--- config.mk ---
export PLATFORM = sky130hd
export DESIGN_NAME = sliding_window_pattern_compare
export DESIGN_NICKNAME = d
export VERILOG_FILES = /design/src/rtl/swpc_pkg.sv /design/src/rtl/swpc_cell.sv /design/src/rtl/swpc_out.sv /design/src/rtl/sliding_window_pattern_compare.sv
export SDC_FILE = /design/constraint.sdc
export NUM_CORES = 1
export LEC_CHECK = 0
export BUFFER_PORTS_ARGS = -buffer_cell sky130_fd_sc_hd__clkbuf_2
export CAP_MARGIN = 20
export CORE_AREA = 4 4 175 211
export CTS_CLUSTER_SIZE = 12
export DETAILED_ROUTE_END_ITERATION = 7
export DIE_AREA = 0 0 179 215
export PLACE_DENSITY = 0.69
export SLEW_MARGIN = 5
export SYNTH_ARGS = -nofsm -noshare
export SYNTH_HDL_FRONTEND = slang
export SYNTH_SLANG_ARGS = --single-unit
export TNS_END_PERCENT = 50
--- constraint.sdc ---
create_clock -name clk -period 12.45 [get_ports clk]
set_input_delay 0 -clock clk [delete_from_list [all_inputs] [get_ports clk]]
set_output_delay 0 -clock clk [all_outputs]
set_load 0.02 [all_outputs]
--- src/rtl/swpc_pkg.sv ---
// Shared constants, types and helpers for the sliding window pattern compare block.
package swpc_pkg;

  localparam int MAX_PATTERN_BYTES = 8;
  localparam int ADDRESS_BITS      = 48;

  localparam int BYTE_W    = 8;
  localparam int PATTERN_W = 64;
  localparam int PLEN_W    = 4;
  localparam int OP_W      = 3;
  localparam int CFG_IDX_W = 2;
  localparam int CFG_W     = 64;

  localparam int PATTERN_NBYTES = PATTERN_W / BYTE_W;
  localparam int LEN_W = $clog2(MAX_PATTERN_BYTES + 1);
  localparam int IDX_W = (MAX_PATTERN_BYTES > 1) ? $clog2(MAX_PATTERN_BYTES) : 1;

  // register indexes on the configuration port
  localparam logic [CFG_IDX_W-1:0] REG_PATTERN = CFG_IDX_W'(0);
  localparam logic [CFG_IDX_W-1:0] REG_LENGTH  = CFG_IDX_W'(1);
  localparam logic [CFG_IDX_W-1:0] REG_OP      = CFG_IDX_W'(2);

  // comparison operators, window against pattern
  localparam logic [OP_W-1:0] OP_EQ  = OP_W'(0);
  localparam logic [OP_W-1:0] OP_NEQ = OP_W'(1);
  localparam logic [OP_W-1:0] OP_GT  = OP_W'(2);
  localparam logic [OP_W-1:0] OP_LT  = OP_W'(3);
  localparam logic [OP_W-1:0] OP_GE  = OP_W'(4);
  localparam logic [OP_W-1:0] OP_LE  = OP_W'(5);

  // order carried along the cell row: ne = bytes differ so far, gt = window above
  typedef struct packed {
    logic ne;
    logic gt;
  } swpc_ord_t;

  // pattern byte k; bytes past the pattern register read as zero
  function automatic logic [BYTE_W-1:0] pattern_byte(input logic [PATTERN_W-1:0] pat,
                                                      input logic [LEN_W-1:0] k);
    logic [BYTE_W-1:0] r;
    r = '0;
    for (int j = 0; j < PATTERN_NBYTES; j++) begin
      if (int'(k) == j) begin
        r = pat[j*BYTE_W +: BYTE_W];
      end
    end
    return r;
  endfunction

endpackage

--- src/rtl/swpc_cell.sv ---
// One window cell: holds one byte, shifts it on, and folds its byte compare into the order chain.
module swpc_cell (
  input  logic                               clk,
  input  logic                               rst,
  input  logic                               shift_en,
  input  logic                               clear,
  input  logic [swpc_pkg::IDX_W-1:0]         idx,
  input  logic [swpc_pkg::BYTE_W-1:0]        byte_in,
  input  logic [swpc_pkg::LEN_W-1:0]         eff_len,
  input  logic [swpc_pkg::PATTERN_W-1:0]     pattern,
  input  swpc_pkg::swpc_ord_t                ord_in,
  output logic [swpc_pkg::BYTE_W-1:0]        byte_out,
  output swpc_pkg::swpc_ord_t                ord_out
);
  import swpc_pkg::*;

  logic [BYTE_W-1:0] byte_next;
  logic [LEN_W-1:0]  pos;
  logic [BYTE_W-1:0] pbyte;
  logic              active;

  // a block start empties every cell but the first, which takes the new byte
  assign byte_next = (clear && (idx != '0)) ? '0 : byte_in;

  assign active = int'(idx) < int'(eff_len);
  assign pos    = eff_len - LEN_W'(1) - LEN_W'(idx);
  assign pbyte  = pattern_byte(pattern, pos);

  // older cells sit further up the row and override a difference found below
  always_comb begin
    ord_out = ord_in;
    if (active && (byte_next != pbyte)) begin
      ord_out.ne = 1'b1;
      ord_out.gt = byte_next > pbyte;
    end
  end

  always_ff @(posedge clk) begin
    if (rst) begin
      byte_out <= '0;
    end else if (shift_en) begin
      byte_out <= byte_next;
    end
  end

endmodule

--- src/rtl/swpc_out.sv ---
// Result register with a skid stage so the input side keeps flowing under a stalled output.
module swpc_out (
  input  logic                                  clk,
  input  logic                                  rst,
  input  logic                                  hit,
  input  logic [swpc_pkg::ADDRESS_BITS-1:0]     hit_address,
  input  logic                                  out_stall,
  output logic                                  out_valid,
  output logic [swpc_pkg::ADDRESS_BITS-1:0]     match_address,
  output logic                                  busy
);
  import swpc_pkg::*;

  logic                    skid_valid;
  logic [ADDRESS_BITS-1:0] skid_address;
  logic                    out_free;

  assign out_free = !out_valid || !out_stall;
  assign busy     = skid_valid;

  always_ff @(posedge clk) begin
    if (rst) begin
      out_valid  <= 1'b0;
      skid_valid <= 1'b0;
    end else if (out_free) begin
      if (skid_valid) begin
        out_valid  <= 1'b1;
        skid_valid <= 1'b0;
      end else begin
        out_valid <= hit;
      end
    end else if (hit) begin
      skid_valid <= 1'b1;
    end
  end

  always_ff @(posedge clk) begin
    if (out_free) begin
      match_address <= skid_valid ? skid_address : hit_address;
    end
    if (!out_free && hit) begin
      skid_address <= hit_address;
    end
  end

`ifndef SYNTHESIS
  // skid only fills behind a held result
  a_skid_behind_out: assert property (@(posedge clk) disable iff (rst)
    skid_valid |-> out_valid)
    else $error("skid stage holds an item with no result in the output register");

  // a stalled result with a new hit moves the new one into the skid stage
  a_hit_to_skid: assert property (@(posedge clk) disable iff (rst)
    (out_valid && out_stall && hit) |=> skid_valid)
    else $error("result lost while output stalled");

  // a drained skid item shows up on the output next
  a_skid_drain: assert property (@(posedge clk) disable iff (rst)
    (skid_valid && !out_stall) |=> (out_valid && !skid_valid))
    else $error("skid item not moved to output");
`endif

endmodule

--- src/rtl/sliding_window_pattern_compare.sv ---
// Top level: configuration registers, fill count, row of window cells and result stage.
//
//  channel  | handshake                 | payload
//  ---------+---------------------------+-------------------------------------------
//  input    | in_valid / in_stall       | mem_byte, byte_address, block_start
//  output   | out_valid / out_stall     | match_address
//  config   | cfg_wr_en                 | cfg_index, cfg_data
//
// One item per cycle while in_stall is low: the cell row shifts and compares in the
// accepting cycle; the result is registered in the output register or the skid stage.
// in_stall rises only while the skid stage holds a result behind a stalled output.
// Reset (rst, synchronous) empties the window, clears the fill count and sets
// pattern 0, length 1, operator eq. No clearing pass follows reset.
module sliding_window_pattern_compare (
  input  logic                                  clk,
  input  logic                                  rst,
  input  logic                                  in_valid,
  output logic                                  in_stall,
  input  logic [swpc_pkg::BYTE_W-1:0]           mem_byte,
  input  logic [swpc_pkg::ADDRESS_BITS-1:0]     byte_address,
  input  logic                                  block_start,
  output logic                                  out_valid,
  input  logic                                  out_stall,
  output logic [swpc_pkg::ADDRESS_BITS-1:0]     match_address,
  input  logic                                  cfg_wr_en,
  input  logic [swpc_pkg::CFG_IDX_W-1:0]        cfg_index,
  input  logic [swpc_pkg::CFG_W-1:0]            cfg_data
);
  import swpc_pkg::*;

  logic [PATTERN_W-1:0]    pattern;
  logic [PLEN_W-1:0]       pattern_length;
  logic [OP_W-1:0]         compare_op;
  logic [LEN_W-1:0]        fill_count;
  logic [LEN_W-1:0]        fill_count_next;
  logic [LEN_W-1:0]        eff_len;
  logic                    in_fire;
  logic                    order_hit;
  logic                    hit;
  logic [ADDRESS_BITS-1:0] hit_address;
  logic                    busy;

  logic [BYTE_W-1:0]       cell_byte [MAX_PATTERN_BYTES];
  swpc_ord_t               cell_ord  [MAX_PATTERN_BYTES];
  swpc_ord_t               ord_final;

  assign in_stall = busy;
  assign in_fire  = in_valid && !in_stall;

  always_ff @(posedge clk) begin
    if (rst) begin
      pattern        <= '0;
      pattern_length <= PLEN_W'(1);
      compare_op     <= OP_EQ;
    end else if (cfg_wr_en) begin
      case (cfg_index)
        REG_PATTERN: pattern        <= cfg_data[PATTERN_W-1:0];
        REG_LENGTH:  pattern_length <= cfg_data[PLEN_W-1:0];
        REG_OP:      compare_op     <= cfg_data[OP_W-1:0];
        default: ;
      endcase
    end
  end

  // clamp length into 1..MAX_PATTERN_BYTES
  always_comb begin
    if (pattern_length == '0) begin
      eff_len = LEN_W'(1);
    end else if (int'(pattern_length) > MAX_PATTERN_BYTES) begin
      eff_len = LEN_W'(MAX_PATTERN_BYTES);
    end else begin
      eff_len = LEN_W'(pattern_length);
    end
  end

  always_comb begin
    if (block_start) begin
      fill_count_next = LEN_W'(1);
    end else if (int'(fill_count) < MAX_PATTERN_BYTES) begin
      fill_count_next = fill_count + LEN_W'(1);
    end else begin
      fill_count_next = fill_count;
    end
  end

  always_ff @(posedge clk) begin
    if (rst) begin
      fill_count <= '0;
    end else if (in_fire) begin
      fill_count <= fill_count_next;
    end
  end

  genvar gi;
  generate
    for (gi = 0; gi < MAX_PATTERN_BYTES; gi++) begin : g_cell
      swpc_cell u_cell (
        .clk      (clk),
        .rst      (rst),
        .shift_en (in_fire),
        .clear    (block_start),
        .idx      (IDX_W'(gi)),
        .byte_in  ((gi == 0) ? mem_byte : cell_byte[(gi == 0) ? 0 : gi - 1]),
        .eff_len  (eff_len),
        .pattern  (pattern),
        .ord_in   ((gi == 0) ? swpc_ord_t'('0) : cell_ord[(gi == 0) ? 0 : gi - 1]),
        .byte_out (cell_byte[gi]),
        .ord_out  (cell_ord[gi])
      );
    end
  endgenerate

  assign ord_final = cell_ord[MAX_PATTERN_BYTES-1];

  always_comb begin
    case (compare_op)
      OP_NEQ:  order_hit = ord_final.ne;
      OP_GT:   order_hit = ord_final.ne && ord_final.gt;
      OP_LT:   order_hit = ord_final.ne && !ord_final.gt;
      OP_GE:   order_hit = !ord_final.ne || ord_final.gt;
      OP_LE:   order_hit = !ord_final.ne || !ord_final.gt;
      default: order_hit = !ord_final.ne;
    endcase
  end

  assign hit         = in_fire && (fill_count_next >= eff_len) && order_hit;
  assign hit_address = byte_address - ADDRESS_BITS'(eff_len) + ADDRESS_BITS'(1);

  swpc_out u_out (
    .clk           (clk),
    .rst           (rst),
    .hit           (hit),
    .hit_address   (hit_address),
    .out_stall     (out_stall),
    .out_valid     (out_valid),
    .match_address (match_address),
    .busy          (busy)
  );

`ifndef SYNTHESIS
  // fill count saturates at the window depth
  a_fill_bound: assert property (@(posedge clk) disable iff (rst)
    int'(fill_count) <= MAX_PATTERN_BYTES)
    else $error("fill count past window depth");

  // a block start restarts the count at one byte
  a_block_restart: assert property (@(posedge clk) disable iff (rst)
    (in_fire && block_start) |=> (fill_count == LEN_W'(1)))
    else $error("block start did not restart the window");

  // no result while the window holds fewer bytes than the length
  a_no_early_hit: assert property (@(posedge clk) disable iff (rst)
    (in_fire && !block_start && (fill_count_next < eff_len)) |-> !hit)
    else $error("result from a window that is not full");
`endif

endmodule

==> flow_summary.json, run 1 <==
{
  "required_ps": 12670,
  "fmax_mhz": 116,
  "area.growth.synth_to_final_pct": 18.1,
  "core_um2": 34800,
  "synth.avg_cell_area_um2": 7.98,
  "grt_pass1_wl_um": 96000,
  "initial_utilization_pct": 49.4,
  "status": "complete, no violations",
  "slew_headroom_pct": 32.6,
  "drive_above_1_share_pct": 13.7,
  "grt_start_max_net_pins": 90,
  "cp-start-kind": "register",
  "place_area_um2": 18200,
  "antenna_found_initial": 1,
  "crit_fanout": 61,
  "clockPowerShare_pct": 35.8,
  "cp.arrival_ps": 8830,
  "die-width_um": 179,
  "postCtsSetupBuffers": 0,
  "intPower_mw": 1.51,
  "rsz0062_at_grt": "no",
  "hold_class": "primary input to register",
  "drcViolationCount": 0,
  "hpwl_um": 45400,
  "io_pins": 178,
  "firstDrtPassIters": 5,
  "finClkSkew_ps": 13.4,
  "num-fill-cells": 3162,
  "grt_usage_pct": 31.6,
  "dp.cells": 2660,
  "first_global_vias": 17000,
  "clock_sinks": 229,
  "min_period_over_period_pct": 69.2,
  "clock_latency_ps": 550,
  "final-hold-violation-count": 0,
  "cts.path.max_buffers": 3,
  "layout_min_cycle_time_ps": 8610,
  "cts_buffers": 26,
  "cts_max_level": 1,
  "seqCellArea_um2": 5550,
  "drt-total-wl_um": 62300,
  "grt-ovfl-total": 0,
  "multi_input_area_um2": 10700,
  "mostFrequentLayoutCell": "nand2_1",
  "cts_tree": "yes",
  "synthFlopType": "dfxtp_1",
  "die_area_um2": 38500,
  "sw_frac_of_total_pct": 30.9,
  "drt_iter0_markers": 1508,
  "ant_nets": 0,
  "final_nets": 2605,
  "post_drt_wl_per_cell_um": 22.1,
  "vias_per_cell": 6.06,
  "die_y_um": 215,
  "path_class": "register to register",
  "vias": 17100,
  "place.gp.congestion": 1.11,
  "switchingPower_uw": 675,
  "power_frac_seq_pct": 40.4,
  "setup_tns_ps": 0,
  "leakagePower_nw": 8.25,
  "report.power.total_mw": 2.19,
  "yosys.cell_types.count": 84,
  "finalMaxSlewViolations": 0,
  "drv_cap": 0,
  "root_buffer": "clkbuf_16",
  "netlist_area_um2": 17200,
  "crit_path_end_kind": "register",
  "syn_nets": 2414,
  "setup_viol": 0,
  "synthCells": 2153,
  "power.density_nw_per_um2": 108,
  "ys_ff_latch": 229,
  "ys_warn_count": 0,
  "placement.io_buffers": 177,
  "yosysSeqAreaShare_pct": 32.3,
  "comb_power_share_pct": 23.8,
  "postSynth.asyncResetShare_pct": 0,
  "stdcell_count": 2826,
  "clkSlewWorstSetupHoldPaths_ps": 70,
  "synth_edf_count": 96,
  "row_count": 75,
  "final_cell_mix": "nand2_1 (383), a21oi_1 (287), clkbuf_2 (178)",
  "tightest_slew_ps": 1010,
  "final_core_util_pct": 58.3,
  "stdcell_area_um2": 20300,
  "ir_worst_vdd_v": 0.000102
}
## cell usage after synthesis, types with 6 or more instances
library cell | instances | area, µm²
a2111oi_0 | 8 | 70.1
a211o_1 | 8 | 70.1
a211oi_1 | 51 | 383
a21o_1 | 37 | 278
a21oi_1 | 287 | 1440
a221o_1 | 21 | 210
a221oi_1 | 39 | 342
a22oi_1 | 23 | 173
a31oi_1 | 28 | 175
and3_1 | 51 | 319
buf_1 | 20 | 75.1
buf_2 | 18 | 90.1
buf_4 | 6 | 45.0
clkbuf_1 | 108 | 405
dfxtp_1 | 133 | 2660
edfxtp_1 | 96 | 2880
ha_1 | 132 | 1650
inv_1 | 87 | 327
mux2_2 | 34 | 383
mux2i_1 | 14 | 140
nand2_1 | 385 | 1450
nand2b_1 | 24 | 150
nand3_1 | 27 | 135
nand4_1 | 19 | 119
nor2_1 | 121 | 454
nor2b_1 | 70 | 438
nor3_1 | 18 | 90.1
nor4_1 | 6 | 37.5
o211ai_1 | 12 | 90.1
o21a_1 | 13 | 97.6
o21ai_0 | 91 | 455
o21ai_1 | 7 | 35.0
o21bai_1 | 9 | 67.6
o22ai_1 | 11 | 68.8
o31ai_1 | 10 | 75.1
xnor2_1 | 32 | 280
xor2_1 | 16 | 140
## flip-flops by register name, summed over array words and instances, names as in the netlist
signal / cells
u_out.out_valid: 1
u_out.match_address: 48
g_cell.u_cell.byte_out: 56
compare_op: 3
pattern: 64
u_out.skid_address: 48
u_out.busy: 1
pattern_length: 4
fill_count: 4
## metal layers
metal  wire [µm]  up-vias  track usage (%)
li1            -     8153                -
met1       23800     8033             37.6
met5           0        -                0
met4        4300        0             18.1
met3        4110      212             4.96
met2       30100      741             53.5
## per-stage QoR
| step | setup WS [ps] | hold slack [ps] |
|---|---|---|
| after global routing | 3200 | 48.7 |
| after detailed placement | 4120 | 228 |
| after CTS | 4040 | 10.3 |
| final | 3840 | 31.6 |
| after floorplan | 4890 | 136 |
| after global placement | 4340 | 224 |
## critical path: stages, from the launching register on
cell and delay (ps):
dfxtp_1 830, inv_1 610, and2_1 360, inv_1 210, ha_2 220, buf_4 520, xor2_4 360, ha_1 210
a21boi_0 270, o211ai_1 230, nand2_1 260, nand3_1 420, o21ai_0 300, a21oi_1 90, a221oi_1 300, o221ai_1 200
ha_1 310, nand4_1 110, o32ai_1 270, nor2b_1 190, o31ai_1 90, a211oi_1 460, o22ai_1 240, mux2i_1 180
o41ai_2 630, nor2_4 20, buf_4 350
## final cells by class
class / instances / area share [%]
multi-input combinational: 1683 / 52.9
sequential: 229 / 27.3
timing repair buffer: 315 / 11.0
clock buffer: 40 / 3.97
tap: 462 / 2.85
inverter: 89 / 1.65
clock inverter: 7 / 0.333
antenna: 1 / 0.0123
## cell families after synthesis
logic type | Yosys count | synth area share [%]
compound gates | 695 | 26.1
xor+xnor | 50 | 2.70
fa+ha+maj | 133 | 9.73
buf+inv | 241 | 5.53
flops | 229 | 32.3
mux | 48 | 3.04
simple gates | 757 | 20.6
## final timing paths
check	start	endpoint	slack (ps)	depth (start not counted)
worst max-delay path	pattern_length[3]$_SDFFE_PP0P_	u_out.skid_address[39]$_DFFE_PP_	3840	26
worst min-delay path	byte_address[5]	u_out.skid_address[6]$_DFFE_PP_	30	3
worst max register to register	pattern_length[3]$_SDFFE_PP0P_	u_out.skid_address[39]$_DFFE_PP_	3840	26
worst min register to register	g_cell[0].u_cell.byte_out[7]$_SDFFE_PP0P_	g_cell[0].u_cell.byte_out[7]$_SDFFE_PP0P_	450	2
## power by group through the flow
stage,clock network (mW),registers (mW),logic [mW]
2_1_floorplan,0,0.928,0.293
3_3_place_gp,0,0.897,0.479
3_5_place_dp,0,0.896,0.483
4_1_cts,0.800,0.882,0.514
5_1_grt,0.827,0.887,0.566
6_report,0.782,0.883,0.520
## timing repair
action                    in CTS  in global routing
hold endpoints to repair     101                  0
hold buffers                 118                  0
gates resized for setup        0                  0
(Power assumes the default switching activity.)
==> inputs of run 2 (changes only) <==
- clock period: 12.45 -> 8.1 ns (I/O delays scaled with it)
==> flow_summary.json, run 2 (synthesis gave the netlist of run 1 again) <==
{
  "layout_min_cycle_time_ps": 7320,
  "firstDrtPassIters": 8,
  "setup_viol": 0,
  "first_global_vias": 16900,
  "grt-ovfl-total": 0,
  "stdcell_area_um2": 20100,
  "drive_above_1_share_pct": 13.8,
  "antenna_found_initial": 0,
  "crit_start": "pattern_length[2]$_SDFFE_PP0P_",
  "drcViolationCount": 0,
  "clkSlewWorstSetupHoldPaths_ps": 60,
  "path_class": "register to register",
  "clock_sinks": 229,
  "setup_ws_ps": 781,
  "top_regs": "pattern (64), g_cell.u_cell.byte_out (56)",
  "leakagePower_nw": 8.11,
  "die_area_um2": 38500,
  "setup_tns_ps": 0,
  "die_y_um": 215,
  "min_period_over_period_pct": 90.4,
  "drt_iter0_markers": 1566,
  "power.density_nw_per_um2": 162,
  "r2r_start": "pattern_length[2]$_SDFFE_PP0P_",
  "grt_pass1_wl_um": 96500,
  "cts_buffers": 25,
  "vias_per_cell": 6.10,
  "placement.io_buffers": 177,
  "root_buffer": "clkbuf_16",
  "regMostFlops": "pattern",
  "finClkSkew_ps": 13.5,
  "slew_headroom_pct": 32.3,
  "final-hold-violation-count": 0,
  "initial_utilization_pct": 49.4,
  "pre_cts_ws_ps": 736,
  "place_area_um2": 18300,
  "place.gp.congestion": 1.02,
  "final_core_util_pct": 57.6,
  "ant_nets": 0,
  "crit_path_end_kind": "register",
  "io_pins": 178,
  "grt_usage_pct": 31.9,
  "finalMaxSlewViolations": 0,
  "row_count": 75,
  "fmax_mhz": 137,
  "required_ps": 8310,
  "clock_latency_ps": 560,
  "core_um2": 34800,
  "final_nets": 2593,
  "cp.arrival_ps": 7530,
  "cts.path.max_buffers": 3,
  "tightest_slew_ps": 1010,
  "die-width_um": 179,
  "cp-start-kind": "register",
  "mostFrequentLayoutCell": "nand2_1",
  "largest_register_ffs": 64,
  "hold_class": "primary input to register",
  "post_drt_wl_per_cell_um": 22.4,
  "ir_worst_vdd_v": 0.000257,
  "cts_tree": "yes",
  "finalHoldWorstSlack_ps": 26.2,
  "rsz0062_at_grt": "no",
  "status": "complete, no violations",
  "hold_start": "cfg_index[1]",
  "num-fill-cells": 3192,
  "grt_start_max_net_pins": 89,
  "hpwl_um": 46400,
  "crit_fanout": 28,
  "r2r_setup_slack_ps": 780,
  "drv_cap": 0,
  "final_cell_mix": "nand2_1 (383), a21oi_1 (287), clkbuf_2 (176)",
  "drt-total-wl_um": 63000,
  "vias": 17200,
  "area.growth.synth_to_final_pct": 16.7,
  "cts_max_level": 1
}
==> run 2: cell types whose count changed in the layout (fill, tap and decap cells not counted), sizes merged <==
cell / previous run / this run
dlygate4sd3: 118 / 100
buf: 21 / 28
clkbuf: 216 / 212
bufinv: 1 / 0
clkinv: 6 / 7
inv: 89 / 90
==> run 2: area by class of cell <==
type                       count  area, µm²  share of cell area, %
timing repair buffer         304       2100                   10.5
sequential                   229       5550                   27.6
antenna                        1       2.50                 0.0125
inverter                      89        334                   1.67
clock buffer                  36        717                   3.57
tap                          462        578                   2.88
clock inverter                 8       47.5                  0.237
multi-input combinational   1683      10700                   53.5
==> run 2: metrics by stage <==
| step | power [mW] | instances |
|---|---|---|
| after floorplan | 1.88 | 2153 |
| after global placement | 2.12 | 2666 |
| after detailed placement | 2.13 | 2666 |
| after CTS | 3.26 | 2809 |
| after global routing | 3.40 | 2811 |
| final | 3.25 | 2812 |
==> run 2: worst paths after layout <==
| path | depth (start not counted) | end |
|---|---|---|
| setup / recovery | 26 | u_out.skid_address[40]$_DFFE_PP_ |
| hold / removal | 4 | compare_op[1]$_SDFFE_PP0P_ |
| setup reg to reg | 26 | u_out.skid_address[40]$_DFFE_PP_ |
| hold reg to reg | 2 | g_cell[3].u_cell.byte_out[7]$_SDFFE_PP0P_ |
==> run 2: metal layers <==
metal  GRT usage (%)  vias to the layer above  share of wire (%)
li1                -                     8138                  -
met1            38.4                     8070                 39
met2            54.3                      741                 48
met3            4.83                      205                6.3
met4            16.7                        0                6.3
met5               0                        -                  0
==> run 2: timing repair <==
item | CTS | global route
hold buffers | 99 | 1
resized for setup | 0 | 1
endpoints found under the hold margin | 128 | 7
setup buffers | 0 | 0
endpoints found under the setup margin | 0 | 28
==> run 2: report_power, final <==
group | total, mW | switching (mW) | internal (mW)
Sequential | 1.36 | 0.0577 | 1.30
Combinational | 0.799 | 0.494 | 0.305
Clock | 1.09 | 0.479 | 0.612
==> run 2: worst max-delay path: stages (launching register included) <==
cell	delay, ps
dfxtp_2	590
o21bai_4	120
and2_1	220
inv_1	190
ha_2	280
xor2_4	270
ha_1	270
inv_1	70
o211ai_1	390
nand2_1	240
and3_1	250
buf_4	180
nor2_1	270
o21ai_0	150
a31oi_1	240
a221oi_1	80
ha_1	330
nand4_1	170
o32ai_1	290
nor2b_1	210
o31ai_1	100
a211oi_1	340
o22ai_1	240
mux2i_1	280
o41ai_2	180
nor2_4	510
buf_4	480
==> inputs of run 3 (changes only) <==
- BUFFER_PORTS_ARGS: -buffer_cell sky130_fd_sc_hd__clkbuf_2 -> not set
- DONT_BUFFER_PORTS: not set -> 1
- PLACE_DENSITY: 0.69 -> not set
==> flow_summary.json, run 3 (synthesis gave the netlist of run 1 again) <==
{
  "setup_tns_ps": 0,
  "clock_latency_ps": 550,
  "cp_slowest_stage_delay_ps": 760,
  "finClkSkew_ps": 15.4,
  "first_global_vias": 16200,
  "grt-ovfl-total": 0,
  "violations": "negative hold slack",
  "grt_pass1_wl_um": 95800,
  "finalHoldWorstSlack_ps": -7.93,
  "critical_path_buf_inv_count": 3,
  "slew_headroom_pct": 24.5,
  "postCtsSetupBuffers": 0,
  "num-fill-cells": 3239,
  "crit_path_end_kind": "register",
  "path_delay_family": "compound AO/OA/AOI/OAI gates",
  "reg2reg_to": "u_out.skid_address[27]$_DFFE_PP_",
  "die_area_um2": 38500,
  "cts.path.max_buffers": 3,
  "clkSlewWorstSetupHoldPaths_ps": 70,
  "cts_tree": "yes",
  "row_count": 75,
  "io_pins": 178,
  "top_regs": "pattern (64), g_cell.u_cell.byte_out (56)",
  "leakagePower_nw": 7.68,
  "drcViolationCount": 0,
  "place_area_um2": 17400,
  "die_y_um": 215,
  "drt_iter0_markers": 1494,
  "setup_ws_ps": 904,
  "reg2reg_depth": 22,
  "firstDrtPassIters": 6,
  "r2r_setup_slack_ps": 900,
  "vias": 16600,
  "die-width_um": 179,
  "critPathSlowestCell": "dfxtp_1",
  "pre_cts_ws_ps": 1070,
  "status": "finished with violations",
  "whs_path_depth": 3,
  "grt_usage_pct": 31.8,
  "fmax_mhz": 139,
  "root_buffer": "clkbuf_16",
  "cts_max_level": 1,
  "post_drt_wl_per_cell_um": 23.3,
  "worstPathCellList": "inv_1 > nand2_1 > ha_1 > inv_1 > a211oi_4 > nor2_4 > and3_1 > a211oi_1 > a221oi_1 > a211oi_1 > a21oi_1 > ha_1 > nand4_1 > nor4_1 > o22a_1 > o41ai_1 > a211oi_1 > o22ai_1 > mux2i_1 > o41ai_2 > nor2_4 > buf_4",
  "mostFrequentLayoutCell": "nand2_1",
  "layout_min_cycle_time_ps": 7200,
  "final_cell_mix": "nand2_1 (383), a21oi_1 (287), dlygate4sd3_1 (168)",
  "stdcell_area_um2": 19900,
  "required_ps": 8310,
  "initial_utilization_pct": 49.4,
  "final_nets": 2484,
  "cp-start-kind": "register",
  "cp.arrival_ps": 7410,
  "crit_top_cell": "a211oi_1",
  "place.gp.congestion": 1.01,
  "finalMaxSlewViolations": 0,
  "hold_end": "u_out.skid_address[33]$_DFFE_PP_",
  "crit_fanout": 48,
  "largest_register_ffs": 64,
  "setup_viol": 0,
  "core_um2": 34800,
  "placement.io_buffers": 0,
  "antenna_found_initial": 1,
  "tightest_slew_ps": 1120,
  "drv_cap": 0,
  "drt-total-wl_um": 63100,
  "rsz0062_at_grt": "no",
  "drive_above_1_share_pct": 6.34,
  "area.growth.synth_to_final_pct": 15.7,
  "ir_worst_vdd_v": 0.000192,
  "min_period_over_period_pct": 88.8,
  "regMostFlops": "pattern",
  "hold_class": "primary input to register",
  "grt_start_max_net_pins": 134,
  "cts_buffers": 25,
  "r2r_start": "pattern_length[3]$_SDFFE_PP0P_",
  "ant_nets": 0,
  "hpwl_um": 45500,
  "vias_per_cell": 6.16,
  "path_class": "register to register",
  "power.density_nw_per_um2": 162,
  "final-hold-violation-count": 2,
  "hold_start": "byte_address[33]",
  "clock_sinks": 229
}
==> run 3: cell types whose count changed in the layout (fill, tap and decap cells not counted) <==
cell | previous run | this run
dfxtp_2 | 1 | 0
dlygate4sd3_1 | 100 | 168
clkbuf_8 | 5 | 4
buf_16 | 0 | 1
clkinv_4 | 1 | 0
clkinv_2 | 6 | 3
buf_4 | 27 | 25
clkbuf_2 | 176 | 0
dfxtp_1 | 132 | 133
clkbuf_1 | 6 | 10
clkbuf_16 | 25 | 26
==> run 3: stage by stage <==
| step | utilization [%] | hold slack (ps) | total power [mW] | instances |
|---|---|---|---|---|
| 6_report | 57.1 | -7.93 | 3.21 | 2703 |
| 5_1_grt | 57.1 | 39.5 | 3.35 | 2702 |
| 4_1_cts | 57.1 | 1.42 | 3.23 | 2702 |
| 3_5_place_dp | 49.9 | 81.8 | 2.03 | 2488 |
| 3_3_place_gp | 49.9 | 80.5 | 2.03 | 2488 |
| 2_1_floorplan | - | 136 | 1.88 | 2153 |
==> run 3: what timing repair did <==
action / in CTS / in global routing
hold endpoints to repair: 176 / 0
hold buffers: 170 / 0
gates resized for setup: 0 / 0
==> run 3: cell type report <==
cell class / count / area (µm²) / area share (%)
antenna: 1 / 2.50 / 0.0126
clock buffer: 40 / 743 / 3.74
clock inverter: 4 / 23.8 / 0.120
inverter: 89 / 334 / 1.68
multi-input combinational: 1683 / 10700 / 54.0
sequential: 229 / 5550 / 27.9
tap: 462 / 578 / 2.91
timing repair buffer: 195 / 1920 / 9.64
==> run 3: worst max-delay path by stage <==
stage,depth (start not counted),from,endpoint
after floorplan,27,pattern_length[3]$_SDFFE_PP0P_,u_out.skid_address[0]$_DFFE_PP_
after global placement,23,pattern_length[3]$_SDFFE_PP0P_,u_out.skid_address[30]$_DFFE_PP_
after detailed placement,23,pattern_length[3]$_SDFFE_PP0P_,u_out.skid_address[33]$_DFFE_PP_
after CTS,23,pattern_length[3]$_SDFFE_PP0P_,u_out.skid_address[27]$_DFFE_PP_
after global routing,25,pattern_length[3]$_SDFFE_PP0P_,u_out.skid_address[27]$_DFFE_PP_
final,22,pattern_length[3]$_SDFFE_PP0P_,u_out.skid_address[27]$_DFFE_PP_
==> run 3: metal layers <==
| metal | track usage [%] | up-vias | share of wire [%] |
|---|---|---|---|
| met4 | 14.9 | 0 | 5.4 |
| met2 | 54.3 | 695 | 48 |
| li1 | - | 7926 | - |
| met1 | 39.4 | 7863 | 39 |
| met3 | 4.46 | 155 | 6.9 |
| met5 | 0 | - | 0 |
==> run 3: power by group <==
| group | internal, mW | switching, mW | total [mW] |
|---|---|---|---|
| clock network | 0.625 | 0.474 | 1.10 |
| registers | 1.31 | 0.135 | 1.44 |
| logic | 0.279 | 0.392 | 0.672 |
| total | 2.21 | 1.00 | 3.21 |
==> run 3: tightest hold or removal path, stage by stage <==
cell and delay (ps):
inv_1 30, ha_1 220, xnor2_1 170
